**src/rtl/egf_pkg.sv**
```systemverilog
`default_nettype none
package egf_pkg;

    localparam int FEAT_W      = 24;
    localparam int IDX_W       = 5;
    localparam int MAX_CENTERS = 32;
    localparam int GRID_FIRST  = 3;
    localparam int GRID_STEP   = 8;
    localparam int GRAD_W      = 8;

    localparam logic [FEAT_W-1:0] FEAT_MAX = {FEAT_W{1'b1}};
    localparam logic [16:0] SQRT2_Q16 = 17'd92682;

    localparam logic [63:0] Q31_ONE   = 64'd2147483648;
    localparam logic [63:0] Q31_DECAY = 64'd2066211038;
    localparam logic [63:0] Q31_NORM  = 64'd26372117;

    typedef struct packed {
        logic mode;
    } job_t;

    typedef struct packed {
        logic grad_busy;
    } back_status_t;

endpackage
`default_nettype wire

```
**src/rtl/egf_front.sv**
```systemverilog
`default_nettype none
module egf_front
    import egf_pkg::*;
#(
    parameter int PATCH_ROWS = 64,
    parameter int PATCH_COLS = 32
) (
    input  wire logic                                        clk,
    input  wire logic                                        rst_n,
    input  wire logic                                        cfg_we,
    input  wire logic                                        cfg_patch_mode,
    input  wire logic                                        in_valid,
    output logic                                             in_stall,
    input  wire logic [7:0]                                  pixel,
    output logic                                             pix_we,
    output logic [$clog2(PATCH_ROWS*PATCH_COLS)-1:0]         pix_addr,
    output logic [7:0]                                       pix_data,
    output logic                                             job_push,
    output job_t                                             job,
    input  wire logic                                        queue_not_empty,
    input  wire back_status_t                                back_status
);

    localparam int AW = $clog2(PATCH_ROWS * PATCH_COLS);
    localparam logic [AW-1:0] LAST_FULL = AW'(PATCH_ROWS * PATCH_COLS - 1);
    localparam logic [AW-1:0] LAST_HALF = AW'((PATCH_ROWS / 2) * PATCH_COLS - 1);

    logic          mode_reg;
    logic [AW-1:0] load_count_reg;
    logic          accept;
    logic          last_pixel;

    // The pixel store is shared with the gradient pass, so loading waits for it.
    assign in_stall   = queue_not_empty || back_status.grad_busy;
    assign accept     = in_valid && !in_stall;
    assign last_pixel = (load_count_reg == (mode_reg ? LAST_HALF : LAST_FULL));

    assign pix_we   = accept;
    assign pix_addr = load_count_reg;
    assign pix_data = pixel;
    assign job_push = accept && last_pixel;
    assign job.mode = mode_reg;

    always_ff @(posedge clk or negedge rst_n)
    begin
        if (!rst_n)
        begin
            mode_reg       <= 1'b0;
            load_count_reg <= '0;
        end
        else if (cfg_we)
        begin
            mode_reg       <= cfg_patch_mode;
            load_count_reg <= '0;
        end
        else if (accept)
        begin
            load_count_reg <= last_pixel ? '0 : load_count_reg + AW'(1);
        end
    end

endmodule
`default_nettype wire

```
**config.mk**
```make
export PLATFORM = sky130hd
export DESIGN_NAME = egf_front
export DESIGN_NICKNAME = d
export VERILOG_FILES = /design/src/rtl/egf_pkg.sv /design/src/rtl/egf_front.sv
export SDC_FILE = /design/constraint.sdc
export NUM_CORES = 1
export LEC_CHECK = 0
export BUFFER_PORTS_ARGS = -buffer_cell sky130_fd_sc_hd__buf_2
export CAP_MARGIN = 20
export CELL_PAD_IN_SITES_DETAIL_PLACEMENT = 0
export CELL_PAD_IN_SITES_GLOBAL_PLACEMENT = 1
export CORE_AREA = 3 3 65 43
export CTS_CLUSTER_DIAMETER = 120
export DETAILED_ROUTE_END_ITERATION = 16
export DIE_AREA = 0 0 68 46
export GPL_TIMING_DRIVEN = 0
export PLACE_DENSITY = 0.77
export SYNTH_ARGS = -nofsm -noshare
export SYNTH_HDL_FRONTEND = slang
export SYNTH_SLANG_ARGS = --single-unit
```
**constraint.sdc**
```tcl
create_clock -name clk -period 2.8 [get_ports clk]
set_input_delay 0.14 -clock clk [delete_from_list [all_inputs] [get_ports clk]]
set_output_delay 0.14 -clock clk [all_outputs]
set_load 0.1 [all_outputs]
```
==> metrics.md <==
| Metric | Value |
|---|---|
| Run status | `complete, no violations` |
| Core Box Area | `2180 um2` |
| Sequential share of the synthesized area | `39.80%` |
| Synth Area per Inst | `around 9 um2` |
| Rows | `13` |
| Post-synth cell types | `31` |
| Post-detailed-route wirelength per cell | `between 10 and 15 um` |
| Fillers | `220` |
| Pwr/cell area | `approximately 500 nW/um2` |
| Fmax | `449.6 MHz` |
| Worst-path clk slew | `roughly 50 ps` |
| PortBufs | `29` |
| H-tree depth | `1` |
| Total wire length | `~2000 um` |
| Clock skew | `~3.5 ps` |
| Vias/cell | `approximately 5.2` |
| Most instantiated cells after synthesis | `12 x dfrtp_1, 8 x buf_4, 7 x or3_1` |
| Initial core utilization | `approximately a third` |
| RSZ-0062 raised after global routing | `false` |
| Clock latency on the worst-skew pair | `around 240 ps` |
| Max-cap viol count | `0` |
| Synth warn | `0` |
| Setup TNS | `0 ps` |
| CP Capture Type | `output pin` |
| Leading post-synthesis cells by cell area | `dfrtp_1 40%, buf_4 8.0%, or3_1 5.8%, nand4_1 3.3%, mux2_2 3.0%` |
| CTS resizes | `0` |
| Largest area contributor in the netlist | `dfrtp_1` |
| Peak supply drop | `243.3 uV` |
| Synth Flop Type | `dfrtp_1` |
| Number of CTS-inserted buffers | `3` |
| Critical Path, Cell by Cell | `nand4_1 -> or3_1 -> nor3_4 -> buf_2` |
| Crit-path max FO | `8` |
| Crit path largest cell delay | `470 ps` |
| Min-Delay Path Class | `input port to register` |
| Cell at the root of the clock tree | `clkbuf_8` |
| First-pass GRT wire length | `about 3100 um` |
| DRT Pass-1 Iters | `4` |
| RePlAce Congestion | `around 0.8` |
| Fin. Hold Viols | `0` |
| Relative slew margins | `between 60% and 70%` |
| Final ANT Viol Nets | `0` |
| Antenna violations before repair | `0` |
| Mapped Cells | `between 80 and 90` |
| Multi-input logic area | `between 300 and 400 um2` |
| Flops & latches, synth | `12` |
| Post-layout util | `45.87%` |
| Hold_sp | `cfg_patch_mode` |
| Hold path endpoint | `job$_DFFE_PN0P_` |
| Post-DP Area | `between 900 and 1000 um2` |
| Area delta synth->final | `32.50%` |
| Layout Nets | `~130` |
| N_diodes | `0` |
| FF-to-FF setup slack | `about 1100 ps` |
| Die Ht | `roughly 46 um` |
| Initial DRC count | `27` |
| Min cycle time layout | `2224 ps` |
| Placed wire-length estimate | `approximately 1500 um` |
| Critical Path RT | `around 2700 ps` |
| Hold path cells | `2` |
| Vias in the first global route | `approximately 700` |
| Final worst path period share | `about four fifths` |
| FF+latch area | `approximately 300 um2` |
| Clk sinks | `12` |
| Share of the synthesized area in the top cell type | `around two fifths` |
| Fin area | `around 1000 um2` |
| Post-synthesis async set-or-reset flop share | `100.0%` |
| Worst R2R End | `pix_addr[10]$_DFFE_PN0P_` |
| DRC | `0` |
| Mapped Area | `between 700 and 800 um2` |
| Vias | `roughly 760` |
| Slew Viols, Final | `0` |
| Io pins | `38` |
| R2R depth | `4` |
| CTS tree | `yes` |
| Leak | `~0.46 nW` |
| Crit path DAT | `about 2100 ps` |
| Layout cells sized above 1 | `about 40%` |
| Worst setup SP type | `register` |
| Clock buffer depth | `2` |
| Pin count of the biggest net entering global routing | `13` |
| Critical-path top delay cell | `or3_1` |
| Gr usage total | `between 10% and 20%` |
| Worst R2R Start | `pix_addr[0]$_DFFE_PN0P_` |
| Total congestion overflow | `0` |
| Post-Syn Nets | `around 100` |
| CP Class | `register to output pin` |
| Most frequent cell after synthesis | `dfrtp_1` |
| Width of the die | `a little under 70 um` |
| Buf+Inv Stages, Crit Path | `1` |
| Family with the most delay on the worst path | `simple AND/OR/NAND/NOR gates` |
| Worst Tran Pin Value | `472.7 ps` |
| Die area | `3128 um2` |
| Number of synthesized flops with an enable pin | `0` |
| Final setup fails | `0` |
==> layer usage <==
metal  vias to the layer above  global-route usage (%)  wire length [um]
met2                        39                   20.69               797
met5                         -                       0                 0
met3                         2                   5.679               199
met1                       350                   18.87               996
met4                         0                   2.372                 8
li1                        370                       -                 -
==> report_power, final <==
| group | switching [W] | internal, W | total (W) |
|---|---|---|---|
| registers | 0.00000698 | 0.000179 | 0.000186 |
| logic | 0.000123 | 0.0000296 | 0.000152 |
| clock network | 0.0000661 | 0.0000950 | 0.000161 |
==> worst reg2reg max path, cell delays in order, from the launching register on <==
cell and delay (ps):
dfrtp_1 450, ha_1 230, nand4_1 270, nor4_1 280
mux2_1 350
==> repair_timing <==
| item | CTS | global route |
|---|---|---|
| setup buffers | 0 | 0 |
| hold endpoints to repair | 12 | 0 |
| hold buffers | 1 | 0 |
==> worst max path at each step <==
| stage | endpoint | slack [ps] | start | cells past startpoint |
|---|---|---|---|---|
| detailed placement | job_push | 850 | back_status | 6 |
| finish | job_push | 580 | pix_addr[4]$_DFFE_PN0P_ | 4 |
| CTS | job_push | 600 | pix_addr[4]$_DFFE_PN0P_ | 4 |
| global placement | job_push | 860 | back_status | 6 |
| global route | job_push | 510 | pix_addr[4]$_DFFE_PN0P_ | 4 |
| floorplan | job_push | 40 | pix_addr[5]$_DFFE_PN0P_ | 3 |
==> layout by cell type (no fill, tap or decap), types with 2 or more instances in the layout <==
cell,netlist,routed
or3_1,7,7
o21ai_0,3,3
buf_4,8,8
mux2_2,2,2
nor2b_1,3,3
dfrtp_1,12,12
o21ai_1,3,3
nand3b_1,2,2
nand2_1,3,3
nor3_1,3,2
nor2_1,2,2
inv_1,4,4
o31ai_1,2,2
a21oi_1,3,3
nand4_1,4,4
nor4_1,3,3
buf_2,2,31
a221oi_1,2,2
clkbuf_8,0,3
or4_1,2,2
==> registers in the layout, summed over array words and instances (netlist names) <==
register  cells
job           1
pix_addr     11
==> kinds of logic (layout without fill, tap and decap cells) <==
family,after synthesis,after routing,synth area share (%)
compound gates,17,17,14.43
xor+xnor,1,1,1.161
fa+ha+maj,1,1,1.658
buf+inv,15,48,11.77
flops,12,12,39.80
mux,3,3,4.477
simple gates,33,33,26.70
==> per-stage QoR <==
stage / std cells / power [W] / hold WS (ps) / setup slack, ps
final: 145 / 0.0004996 / 129.7 / 575.6
after floorplan: 82 / 0.0003129 / -155.6 / 42.17
after detailed placement: 141 / 0.0003405 / 41.04 / 846.1
after global placement: 141 / 0.0003392 / 40.95 / 864.1
after global routing: 145 / 0.0005209 / 137.7 / 507.7
after CTS: 145 / 0.0005028 / 126.8 / 595.9
==> area by class of cell <==
type                            count  share of cell area, %
Multi-Input combinational cell     55                  37.67
Sequential cell                    12                  30.04
Timing Repair Buffer               30                  15.52
Buffer                             11                  7.384
Clock buffer                        3                  4.130
Tap cell                           30                  3.755
Inverter                            4                  1.502
Note: power is estimated with default switching activity, not from simulation.
