`config.mk`:
```
export PLATFORM = sky130hd
export DESIGN_NAME = egf_job_fifo
export DESIGN_NICKNAME = d
export VERILOG_FILES = /design/src/rtl/egf_pkg.sv /design/src/rtl/egf_job_fifo.sv
export SDC_FILE = /design/constraint.sdc
export NUM_CORES = 1
export LEC_CHECK = 0
export ABC_CLOCK_PERIOD_IN_PS = 1300
export BUFFER_PORTS_ARGS = -buffer_cell sky130_fd_sc_hd__buf_2
export CORE_AREA = 5 5 42 44
export DETAILED_ROUTE_END_ITERATION = 10
export DIE_AREA = 0 0 47 49
export GPL_ROUTABILITY_DRIVEN = 0
export REMOVE_ABC_BUFFERS = 1
export SETUP_SLACK_MARGIN = 0.5
export SYNTH_ARGS = -nofsm -noshare
export SYNTH_HDL_FRONTEND = slang
export SYNTH_SLANG_ARGS = --single-unit
```
`constraint.sdc`:
```
create_clock -name clk -period 1.3 [get_ports clk]
set_input_delay 0.26 -clock clk [delete_from_list [all_inputs] [get_ports clk]]
set_output_delay 0.26 -clock clk [all_outputs]
set_load 0.01 [all_outputs]
```
`src/rtl/egf_pkg.sv`:
```
`default_nettype none
package egf_pkg;

    localparam int FEAT_W      = 24;
    localparam int IDX_W       = 5;
    localparam int MAX_CENTERS = 32;
    localparam int GRID_FIRST  = 3;
    localparam int GRID_STEP   = 8;
    localparam int GRAD_W      = 8;

    localparam logic [FEAT_W-1:0] FEAT_MAX = {FEAT_W{1'b1}};
    localparam logic [16:0] SQRT2_Q16 = 17'd92682;

    localparam logic [63:0] Q31_ONE   = 64'd2147483648;
    localparam logic [63:0] Q31_DECAY = 64'd2066211038;
    localparam logic [63:0] Q31_NORM  = 64'd26372117;

    typedef struct packed {
        logic mode;
    } job_t;

    typedef struct packed {
        logic grad_busy;
    } back_status_t;

endpackage
`default_nettype wire

```
`src/rtl/egf_job_fifo.sv`:
```
`default_nettype none
module egf_job_fifo
    import egf_pkg::*;
(
    input  wire logic clk,
    input  wire logic rst_n,
    input  wire logic push,
    input  wire job_t push_job,
    input  wire logic pop,
    output logic      not_empty,
    output job_t      head_job
);

    job_t       entry_reg [2];
    logic       wr_ptr_reg;
    logic       rd_ptr_reg;
    logic [1:0] count_reg;

    assign not_empty = (count_reg != 2'd0);
    assign head_job  = entry_reg[rd_ptr_reg];

    always_ff @(posedge clk or negedge rst_n)
    begin
        if (!rst_n)
        begin
            wr_ptr_reg   <= 1'b0;
            rd_ptr_reg   <= 1'b0;
            count_reg    <= 2'd0;
            entry_reg[0] <= '0;
            entry_reg[1] <= '0;
        end
        else
        begin
            if (push && count_reg != 2'd2)
            begin
                entry_reg[wr_ptr_reg] <= push_job;
                wr_ptr_reg            <= ~wr_ptr_reg;
            end
            if (pop && not_empty)
            begin
                rd_ptr_reg <= ~rd_ptr_reg;
            end
            if ((push && count_reg != 2'd2) && !(pop && not_empty))
            begin
                count_reg <= count_reg + 2'd1;
            end
            else if (!(push && count_reg != 2'd2) && (pop && not_empty))
            begin
                count_reg <= count_reg - 2'd1;
            end
        end
    end

endmodule
`default_nettype wire

```
==> results of run 1 <==
[cells by family after synthesis]
logic type               Yosys count
adder cells (fa/ha/maj)            1
multiplexers                       3
XOR/XNOR                           5
flip-flops                         6
AND/OR/NAND/NOR                    7
[worst paths after layout]
kind	end	cells after the start	from
max	count_reg[1]$_DFFE_PN0P_	6	count_reg[0]$_DFFE_PN0P_
min	entry_reg[0]$_DFFE_PN0P_	2	push_job
max reg2reg	count_reg[1]$_DFFE_PN0P_	6	count_reg[0]$_DFFE_PN0P_
min reg2reg	wr_ptr_reg$_DFFE_PN0P_	1	wr_ptr_reg$_DFFE_PN0P_
max in group asynchronous	entry_reg[0]$_DFFE_PN0P_	2	rst_n
min in group asynchronous	count_reg[0]$_DFFE_PN0P_	2	rst_n
[routing by layer]
| layer | share of wire [%] | routed length, um |
|---|---|---|
| met1 | 43 | 275 |
| met5 | 0 | 0 |
| met2 | 45 | 291 |
| met4 | 0 | 0 |
| met3 | 12 | 80 |
[final cells by class]
| class | count | area (um^2) | area share, % |
|---|---|---|---|
| Multi-Input combinational cell | 16 | 177.7 | 35.59 |
| Tap cell | 16 | 20.02 | 4.010 |
| Clock buffer | 3 | 22.52 | 4.511 |
| Timing Repair Buffer | 17 | 128.9 | 25.81 |
| Sequential cell | 6 | 150.1 | 30.08 |
[critical path: stages (launching register included)]
cell,delay (ns)
dfrtp_1,0.40
or2_1,0.26
nand2_2,0.10
ha_4,0.13
xor2_1,0.13
nor2_1,0.06
xor2_1,0.13
[timing repair]
item                                   in CTS  in global routing
resized for setup                          10                  3
setup buffers                               4                  1
pin swaps                                   6                  8
hold buffers                                1                  0
setup endpoints to repair                   8                  8
endpoints found under the hold margin       6                  0
[cell usage after synthesis]
cell type  n
ha_1       1
nor2_1     1
nand2_1    1
and2_1     1
xnor2_1    2
nand2b_1   1
dfrtp_1    6
or2_1      1
nand3b_1   1
xor2_1     3
mux2_1     2
mux2_2     1
nand3_1    1
[where the power goes]
part           switching [mW]  internal [mW]
sequential             0.0764          0.291
combinational           0.260          0.520
clock                  0.0708          0.105
==> run summary, run 1 <==
Post-synthesis share of cell area spent on full adders, half adders and majority gates: 4.484%. Cell accounting for the most synthesized area: dfrtp_1. Clock skew on the completed layout was measured at 0.003748 ns.

In this run the tool buffered the top-level ports with 6 buffer cells. TritonCTS built the clock tree. The tools report the total clock buffers created by CTS as 3. The cell at the root of the clock tree is clkbuf_4. Once placement finished, the instance area stood at 366.6 um^2. The first detailed-routing pass took 4 iterations. At the end of the flow, the number of nets in the layout was 50. Final critical-path setup slack: -0.02258 ns. The required time of the worst setup path came out at 1.43 ns. Across all layers, the routed design uses 223 vias.

The tools report the routing usage on met3 as 7.749%. The number of remaining DRC errors is 0. The count of final hold-check violations is 0. In this run, distinct cell masters in the synthesized netlist total 13.

Leaving out fill and tap cells, the most frequent cell in the layout is buf_4. The die covers 0.002303 mm^2. The first global-routing pass estimated 1.124 mm of wire. The analysis attributes to cell leakage a power of 0.2468 nW.

Across all register-to-register paths, the minimum setup slack is -0.02 ns. IR analysis of the VDD net gives a maximum drop of 1.210 mV. The complex-gate fraction of the synthesized area was 0%. Entering global routing, the biggest net connects 7 pins.

For the warning count from the yosys run, the log shows 0. The critical path class was register to register. Summed over all layers, the global routing overflow is 0. The routed wirelength normalized by instance count was 11.16 um.

The number of max-cap violations was 0. Leaving out fill and tap cells, the most frequent cells in the layout are buf_4 (8), dfrtp_1 (6), buf_2 (5). For the pin with the worst max-slew slack, the measured transition is 0.1491 ns.

The met2 track demand over resource in global routing was 8.824%. The synthesis-stage register bit count was 6. The worst path in the final design needs a cycle of 1.323 ns, including I/O delays and setup. The aggregate negative setup slack was -0.04134 ns; the synthesized-area fraction occupied by xor and xnor cells was 15.70%.

0 antenna diodes ended up in the layout. Fill cells in the final layout number 147. The met1 global-route usage is 8.744%.

The run finished, with violations left. From synthesis to final layout, the design area changed by 78.92%. Total power draw: 1.323 mW. Measured along the y axis, the die boundary spans 49 um. Once layout is complete, the cells apart from fillers number 58.

Clock-pin slew was measured on the worst setup and hold paths at 0.05 ns. The arrival time at the worst endpoint was 1.46 ns; the number of instances in the placed design was 49. The total of endpoints with negative setup slack in the final report is 3. The kind of launch point of the worst setup path is a register. Summing the areas of all and, or, nand and nor instances in the mapped netlist gives 13.90% of the synthesized area. The worst path uses 101.7% of the clock period. Derived from the worst setup path, the maximum achievable clock frequency is 0.7561 GHz. The tools report the final instance area as 499.2 um^2.

In the final layout, the share of cells above drive strength 1 is 66.67%. Summed over its instances, the top area cell type makes up 53.81% of the synthesized netlist area. Multiplexer cells account for 12.11% of the synthesized area. The number of violations reported at the end of detailed-routing iteration 0 was 2. Setup repair after global routing could not meet its margin everywhere. In this run the power density over the cells is 2650 mW/mm^2.

The sequential share of the synthesized area came out at 53.81%. The worst setup path is captured at a register. met2 is the most crowded layer. The number of H-tree levels is 1, and the initial core utilization is 19.91%.

The synthesized netlist occupies a cell area of 279.0 um^2. Post-layout utilization of the core: 35.63%. The main combinational cell family by area after synthesis was XOR/XNOR gates. The region available for standard cell placement spans 0.001401 mm^2. The logs give 2 for the number of buffers between clock root and the deepest sink and 251 for the number of global-route vias before repair.

Along the worst path, the maximum fanout reaches 3. Number of antenna violations at the first check in global routing: 0. The tools report the routed wire length as 647 um.

Synthesis produced a netlist whose cell count is 22. In the post-synthesis netlist, the biggest area contributors are dfrtp_1 (54%), xor2_1 (9.4%), mux2_1 (8.1%), xnor2_1 (6.3%), ha_1 (4.5%). For the worst-skew pair, the clock arrives at the later sink with an insertion delay of 0.25 ns.

The checks that failed: setup timing. CTS saw 6 sinks. The worst-case headroom to the max-slew limit was 90.06%. Using the TritonRoute via totals, the vias-per-cell ratio works out to 3.845. Number of slew-limit violations in the final report: 0.

Measured along the x axis, the die boundary spans 47 um. In this run the count of I/O pins placed on the die edge is 7. The min-delay analysis places its worst path in the category input port to register. Before CTS, the worst setup slack after placement is -0.06948 ns. Global routing used 7.442% of the available tracks. The detail route stage leaves a number of antenna-violating nets equal to 0. The number of cell rows was 14; the worst hold margin was 0.2712 ns. Each instance of the synthesized netlist takes up on average 12.68 um^2.
Power figures use the tool's default switching activity.
==> run 2: changes to the inputs <==
--- a/config.mk
+++ b/config.mk
@@ -6,7 +6,7 @@
 export NUM_CORES = 1
 export LEC_CHECK = 0
 export ABC_CLOCK_PERIOD_IN_PS = 1300
-export BUFFER_PORTS_ARGS = -buffer_cell sky130_fd_sc_hd__buf_2
+export BUFFER_PORTS_ARGS = -buffer_cell sky130_fd_sc_hd__clkbuf_2
 export CORE_AREA = 5 5 42 44
 export DETAILED_ROUTE_END_ITERATION = 10
 export DIE_AREA = 0 0 47 49
==> constraint.sdc (replaced) <==
create_clock -name clk -period 1.3 [get_ports clk]
set_input_delay 0 -clock clk [delete_from_list [all_inputs] [get_ports clk]]
set_output_delay 0 -clock clk [all_outputs]
set_load 0.01 [all_outputs]
==> run summary, run 2 (synthesized netlist as in run 1, its figures left out) <==
The flow ran to the end, but the final reports show violations. The checks that failed: setup timing. The peak fanout along the critical path came out at 3 (unchanged). Number of instances in the placed design: 50 (+2.0%). Endpoint of the worst register-to-register path: count_reg[1]$_DFFE_PN0P_. The maximum VDD drop was 1.076 mV (-11%); the highest attainable clock frequency was 0.7338 GHz (-3.0%).

The tools report the number of buffers between clock root and the deepest sink as 2 (unchanged). Detailed-route wire length on metal 1: 343 um (+25%). The die outline width works out to 47 um (unchanged).

The logs give 63.8% (+4.8 points) for the logic gate share of total power and 0 (unchanged) for the number of antenna violations at the first check in global routing. The cell at the root of the clock tree was clkbuf_4. The area growth from synthesis to layout is 103.6%. The wire length of the first global-routing pass was 1.159 mm (+3.1%). The count of vias placed by the detailed router came out at 253 (+13%). The worst hold margin was 0.1128 ns (-0.1584 ns); the post-CTS clock slew at the launch and capture registers of the worst setup and hold paths was 0.05 ns (about the same).

The worst setup skew after layout was 0.005967 ns (+0.002218 ns). Sequential share of power: 24.5% (-3.3 points). The number of global-route vias before repair is 264 (+5.2%), and the worst-case register-to-register setup slack is -0.06 ns (-0.04 ns).

Aggregate negative setup slack: -0.1206 ns (-0.07929 ns). The via density per instance was 4.016 (+4.4%); the half-perimeter wire length after placement was 413.6 um. The run gives 6 (unchanged) as the number of clock sinks. The count of final hold-check violations was 0 (unchanged).

Delay contributed by the slowest stage of the critical path: 0.39 ns (about the same). The run gives 810 um (+25%) as the routed wire length. The library cells used most frequently in the layout, excluding fill and tap cells, are buf_6 (8), buf_4 (8), dfrtp_1 (6). The overall die height was 49 um (unchanged). On the critical path, the stage with the largest delay is an instance of dfrtp_1. The net switching power came out at 459.1 uW (+13%). The run gives 7.371% (-0.071 points) as the global router's overall resource usage. In this run the worst hold path is classified as input port to async pin.

The net count reported at finish was 55 (+10%). Highest routed metal layer: met3. The transition time at the pin with the least slew margin was 0.1628 ns (+0.01366 ns); the final period utilization was 104.8% (+3.1 points). The quantity of I/O buffers inserted on ports is 6 (unchanged), and the final critical-path setup slack is -0.06279 ns (-0.04021 ns). Among the stages of the critical path, the cell type that occurs most often is xor2_1.

Setup repair after global routing could not meet its margin everywhere. For the number of H-tree levels, the log shows 1 (unchanged). The logs give 0.002303 mm^2 (unchanged) for the floorplan die area and 0 (unchanged) for the number of antenna cells inserted. The number of cells on the worst reg-to-reg path was 7 (+1). The run gives 0 (unchanged) as the number of remaining DRC errors.

The routed wirelength normalized by instance count is 12.86 um (+15%), and the instance area after placement is 374.1 um^2 (+2.0%). For the number of ports placed on the die boundary, the log shows 7 (unchanged). For the overall overflow remaining after global route, the log shows 0 (unchanged). For the arrival time at the worst endpoint, the log shows 1.53 ns (+0.07 ns). The signal on the critical path passes through buf_4 -> nand2b_4 -> and2_4 -> ha_4 -> xor2_1 -> nor2_1 -> xor2_1.

For the number of slew-limit violations in the final report, the log shows 0 (unchanged). Pre-CTS setup slack: -0.09059 ns (-0.02111 ns). The power density over the cells is 2641 mW/mm^2 (-0.34%).

The final critical delay including setup and external delays is 1.363 ns (+0.04021 ns). The number of routed nets with antenna violations is 0 (unchanged). The run gives 11.8% (-1.5 points) as the clock power share.

The total clock buffers created by CTS came out at 3 (unchanged). The insertion delay to the later sink of the worst-skew pair was 0.25 ns (about the same); the initial core utilization was 19.91% (unchanged). The core box area was 0.001401 mm^2 (unchanged). The maximum number of pins on one net before global-route repair was 7 (unchanged).

TritonCTS built the clock tree. For the worst-case headroom to the max-slew limit, the log shows 89.15% (-0.91 points). The endpoint class of the critical path is a register. The number of standard cells in the layout, taps in and fillers out was 63 (+8.6%); the required time of the worst setup path was 1.47 ns (+0.04 ns).

Total of endpoints with negative setup slack in the final report: 2 (-1). The kind of launch point of the worst setup path was a register. The share of total power consumed by net switching was 30.61% (-0.20 points); the number of max-cap violations was 0 (unchanged). The run gives 0.2834 nW (+15%) as the leakage power figure. The tools report the number of violations reported at the end of detailed-routing iteration 0 as 4 (+2). By startpoint and endpoint, the worst setup path is classified as register to register. The met3 routed wirelength came out at 55 um (-31%). The run gives 411 um (+41%) as the wire length on met2. The internal cell power was 1.041 mW (+14%). In this run the critical register-to-register path is launched from count_reg[1]$_DFFE_PN0P_.

The number of detailed-routing iterations run before antenna repair was 4 (unchanged). The run gives 568.0 um^2 (+14%) as the final instance area. Share of layout cells above drive strength 1: 70.21% (+3.5 points).

For the layout filler cell count, the log shows 150 (+2.0%). The logs give 1.500 mW (+13%) for the total power draw and 40.54% (+4.9 points) for the post-layout utilization of the core. The number of cell rows was 14 (unchanged).
==> run 2: critical path, delay by kind of cell (launching register included) <==
| family | cells | cell delay, ns |
|---|---|---|
| DFF | 1 | 0.39 |
| and+or+nand+nor | 3 | 0.33 |
| xor gates and xnor gates | 2 | 0.29 |
| adders and majority gates | 1 | 0.15 |
| buffers and inverters | 1 | 0.14 |
==> run 2: layer usage <==
| metal | global-route usage [%] | vias to the layer above |
|---|---|---|
| met1 | 8.969 | 121 |
| met5 | 0 | - |
| li1 | - | 123 |
| met3 | 2.952 | 0 |
| met2 | 9.955 | 9 |
| met4 | 5.530 | 0 |
==> run 2: area by class of cell <==
| class | count | area [um^2] | area share [%] |
|---|---|---|---|
| clock buffers | 3 | 22.52 | 3.965 |
| multi-input cells | 16 | 185.2 | 32.60 |
| flip-flops and latches | 6 | 150.1 | 26.43 |
| well taps | 16 | 20.02 | 3.524 |
| repair buffers | 22 | 190.2 | 33.48 |
==> run 2: worst max-delay path by stage <==
stage	start	end	slack, ns	cells past startpoint
3_5_place_dp	count_reg[0]$_DFFE_PN0P_	count_reg[1]$_DFFE_PN0P_	-0.09	5
3_3_place_gp	count_reg[0]$_DFFE_PN0P_	count_reg[1]$_DFFE_PN0P_	-0.08	5
6_report	count_reg[1]$_DFFE_PN0P_	count_reg[1]$_DFFE_PN0P_	-0.06	7
2_1_floorplan	count_reg[0]$_DFFE_PN0P_	count_reg[1]$_DFFE_PN0P_	-0.09	5
4_1_cts	count_reg[0]$_DFFE_PN0P_	count_reg[1]$_DFFE_PN0P_	-0.06	6
5_1_grt	count_reg[1]$_DFFE_PN0P_	count_reg[1]$_DFFE_PN0P_	-0.12	7
==> run 2: what timing repair did <==
item | CTS | global route
endpoints found under the hold margin | 8 | 0
pin swaps | 3 | 3
gates resized for setup | 7 | 14
endpoints found under the setup margin | 8 | 8
buffers inserted | 3 | 5
hold buffers | 2 | 0
gates cloned | 0 | 0
==> run 2: power groups by stage <==
stage                     Clock [mW]  Sequential [mW]  Combinational (mW)
after floorplan                    0            0.349               0.272
after global placement             0            0.353               0.477
after detailed placement           0            0.356               0.481
after CTS                      0.182            0.354               0.640
after global routing           0.196            0.381                1.02
final                          0.177            0.367               0.957
==> run 3: changes to the inputs <==
--- a/config.mk
+++ b/config.mk
@@ -5,9 +5,10 @@
 export SDC_FILE = /design/constraint.sdc
 export NUM_CORES = 1
 export LEC_CHECK = 0
-export ABC_CLOCK_PERIOD_IN_PS = 1300
+export ABC_CLOCK_PERIOD_IN_PS = 1600
 export BUFFER_PORTS_ARGS = -buffer_cell sky130_fd_sc_hd__clkbuf_2
 export CORE_AREA = 5 5 42 44
+export CTS_CLUSTER_DIAMETER = 150
 export DETAILED_ROUTE_END_ITERATION = 10
 export DIE_AREA = 0 0 47 49
 export GPL_ROUTABILITY_DRIVEN = 0
==> constraint.sdc (replaced) <==
create_clock -name clk -period 1.6 [get_ports clk]
set_input_delay 0 -clock clk [delete_from_list [all_inputs] [get_ports clk]]
set_output_delay 0 -clock clk [all_outputs]
set_load 0.01 [all_outputs]
==> run summary, run 3 (synthesized netlist as in run 1, its figures left out) <==
The number of cell rows is 14 (unchanged). The most used cell along the critical path is xor2_1. The number of global-route vias before repair was 247 (-6.4%); the number of routed nets with antenna violations was 0 (unchanged). The tools report the initial core utilization as 19.91% (unchanged). The run gives 1 (-3) as the number of detailed-routing iterations run before antenna repair. The die outline width works out to 47 um (unchanged). The number of cells on the worst reg-to-reg path is 6 (-1), and the via density per instance is 3.842 (-4.3%).

In the layout the commonest cells are dfrtp_1 (6), buf_4 (6), clkbuf_2 (5). The critical path starts at count_reg[1]$_DFFE_PN0P_. The maximum VDD drop is 0.8397 mV (-22%).

The worst hold path begins at push_job. The overall die height came out at 49 um (unchanged). The tools report the number of clock sinks as 6 (unchanged).

The global router's overall resource usage is 6.099% (-1.3 points). The delay contributed by the slowest stage of the critical path is 0.40 ns (about the same). The run gives 0 (-2) as the total of endpoints with negative setup slack in the final report. TritonCTS built the clock tree.

The worst-case headroom to the max-slew limit was 89.56% (+0.41 points). The critical path class is register to register. The post-CTS clock slew at the launch and capture registers of the worst setup and hold paths is 0.05 ns (about the same), and the number of violations reported at the end of detailed-routing iteration 0 is 0 (-4). The leakage power figure is 0.2350 nW (-17%). The signal on the critical path passes through or2_1 -> nand2_2 -> ha_4 -> xor2_1 -> nor2_1 -> xor2_1. The run gives 0 (unchanged) as the number of slew-limit violations in the final report. The final critical delay including setup and external delays works out to 1.350 ns (-0.01277 ns). Number of instances in the placed design: 44 (-12%). The number of buffers between clock root and the deepest sink came out at 2 (unchanged).

The run gives 49 (-11%) as the net count reported at finish. The tools report the required time of the worst setup path as 1.73 ns (+0.26 ns). The number of H-tree levels is 1 (unchanged), and the count of final hold-check violations is 0 (unchanged). The arrival time at the worst endpoint is 1.48 ns (-0.05 ns). The worst setup path is launched from a register.

Among all stages on the critical path, the largest delay is contributed by dfrtp_1. Setup repair after global routing could not meet its margin everywhere. Number of standard cells in the layout, taps in and fillers out: 57 (-9.5%). The min-delay analysis places its worst path in the category input port to register.

The endpoint class of the critical path was a register. The tools report the number of antenna violations at the first check in global routing as 0 (unchanged). For the core box area, the log shows 0.001401 mm^2 (unchanged).

The cell sitting at the root of the clock tree is a clkbuf_4. The power density over the cells was 2095 mW/mm^2 (-21%); the floorplan die area was 0.002303 mm^2 (unchanged). Transition time at the pin with the least slew margin: 0.1566 ns (-0.006175 ns). Wire length of the first global-routing pass: 945 um (-18%).

The flow ran to the end, and the final reports show no timing, DRC or antenna violations. The area growth from synthesis to layout is 73.54%. The number of antenna cells inserted was 0 (unchanged); the maximum number of pins on one net before global-route repair was 7 (unchanged).

The half-perimeter wire length after placement was 387 um (-6.4%); the number of max-cap violations was 0 (unchanged). The final period utilization was 84.38% (-20 points). The run gives 219 (-13%) as the count of vias placed by the detailed router. Number of ports placed on the die boundary: 7 (unchanged). Highest attainable clock frequency: 0.7407 GHz (+0.95%).

The routed wirelength normalized by instance count was 10.54 um (-18%). The startpoint identified for the worst register-to-register timing path is count_reg[1]$_DFFE_PN0P_. The share of layout cells above drive strength 1 is 63.41% (-6.8 points), and the peak fanout along the critical path is 3 (unchanged). The total clock buffers created by CTS was 3 (unchanged); the quantity of I/O buffers inserted on ports was 6 (unchanged). The number of remaining DRC errors was 0 (unchanged); the routed wire length was 601 um (-26%). The overall overflow remaining after global route is 0 (unchanged). Aggregate negative setup slack: 0 ns (+0.1206 ns). The tools report the worst setup skew after layout as 0.002250 ns (-0.003717 ns).

Number of cells on the worst hold path: 2. The run gives 0.25 ns (about the same) as the insertion delay to the later sink of the worst-skew pair.
run 3: stage by stage:
step / setup WS, ns / utilization, % / cell area (um^2) / hold WS, ns / power (mW)
final: 0.2500 / 34.55 / 484.2 / 0.01102 / 1.014
after global routing: 0.1669 / 34.55 / 484.2 / 0.01009 / 1.093
after CTS: 0.2343 / 31.70 / 444.2 / 0.006207 / 0.9301
after detailed placement: 0.1379 / 23.48 / 329.1 / -0.1607 / 0.5854
after global placement: 0.1328 / 23.48 / 329.1 / -0.1625 / 0.5795
after floorplan: 0.2135 / - / 279.0 / -0.2956 / 0.5048
run 3: report_power, final:
group,internal (mW),switching [mW],total [mW]
sequential,0.236,0.0603,0.297
combinational,0.381,0.195,0.576
clock,0.0850,0.0570,0.142
run 3: final timing paths:
path                                            end  slack, ns
setup / recovery           count_reg[1]$_DFFE_PN0P_       0.25
setup reg to reg           count_reg[1]$_DFFE_PN0P_       0.25
max in group asynchronous  entry_reg[0]$_DFFE_PN0P_       1.34
hold reg to reg            entry_reg[0]$_DFFE_PN0P_       0.51
min in group asynchronous  count_reg[0]$_DFFE_PN0P_       0.11
hold / removal             entry_reg[1]$_DFFE_PN0P_       0.01
run 3: area by class of cell:
cell class	count	area, um^2
Multi-Input combinational cell	16	166.4
Tap cell	16	20.02
Fill cell	146	917.1
Timing Repair Buffer	16	125.1
Clock buffer	3	22.52
Sequential cell	6	150.1
run 3: repair_timing:
item | 4_1_cts | 5_1_grt
resized for setup | 10 | 3
endpoints found under the hold margin | 6 | 0
buffers inserted | 5 | 4
setup endpoints to repair | 4 | 6
pin swaps | 6 | 4
hold buffers | 1 | 0
run 3: critical path, delay by kind of cell, from the launching register on:
family / cells / cell delay, ns
flops: 1 / 0.40
fa+ha+maj: 1 / 0.14
simple gates: 3 / 0.42
xor+xnor: 2 / 0.28
run 3: layer usage:
metal  vias up  global-route usage [%]  routed length, um
met3         2                   4.797                 73
met1        96                   6.742                230
li1        111                       -                  -
met5         -                       0                  0
met2        10                   7.692                283
met4         0                   4.147                 14
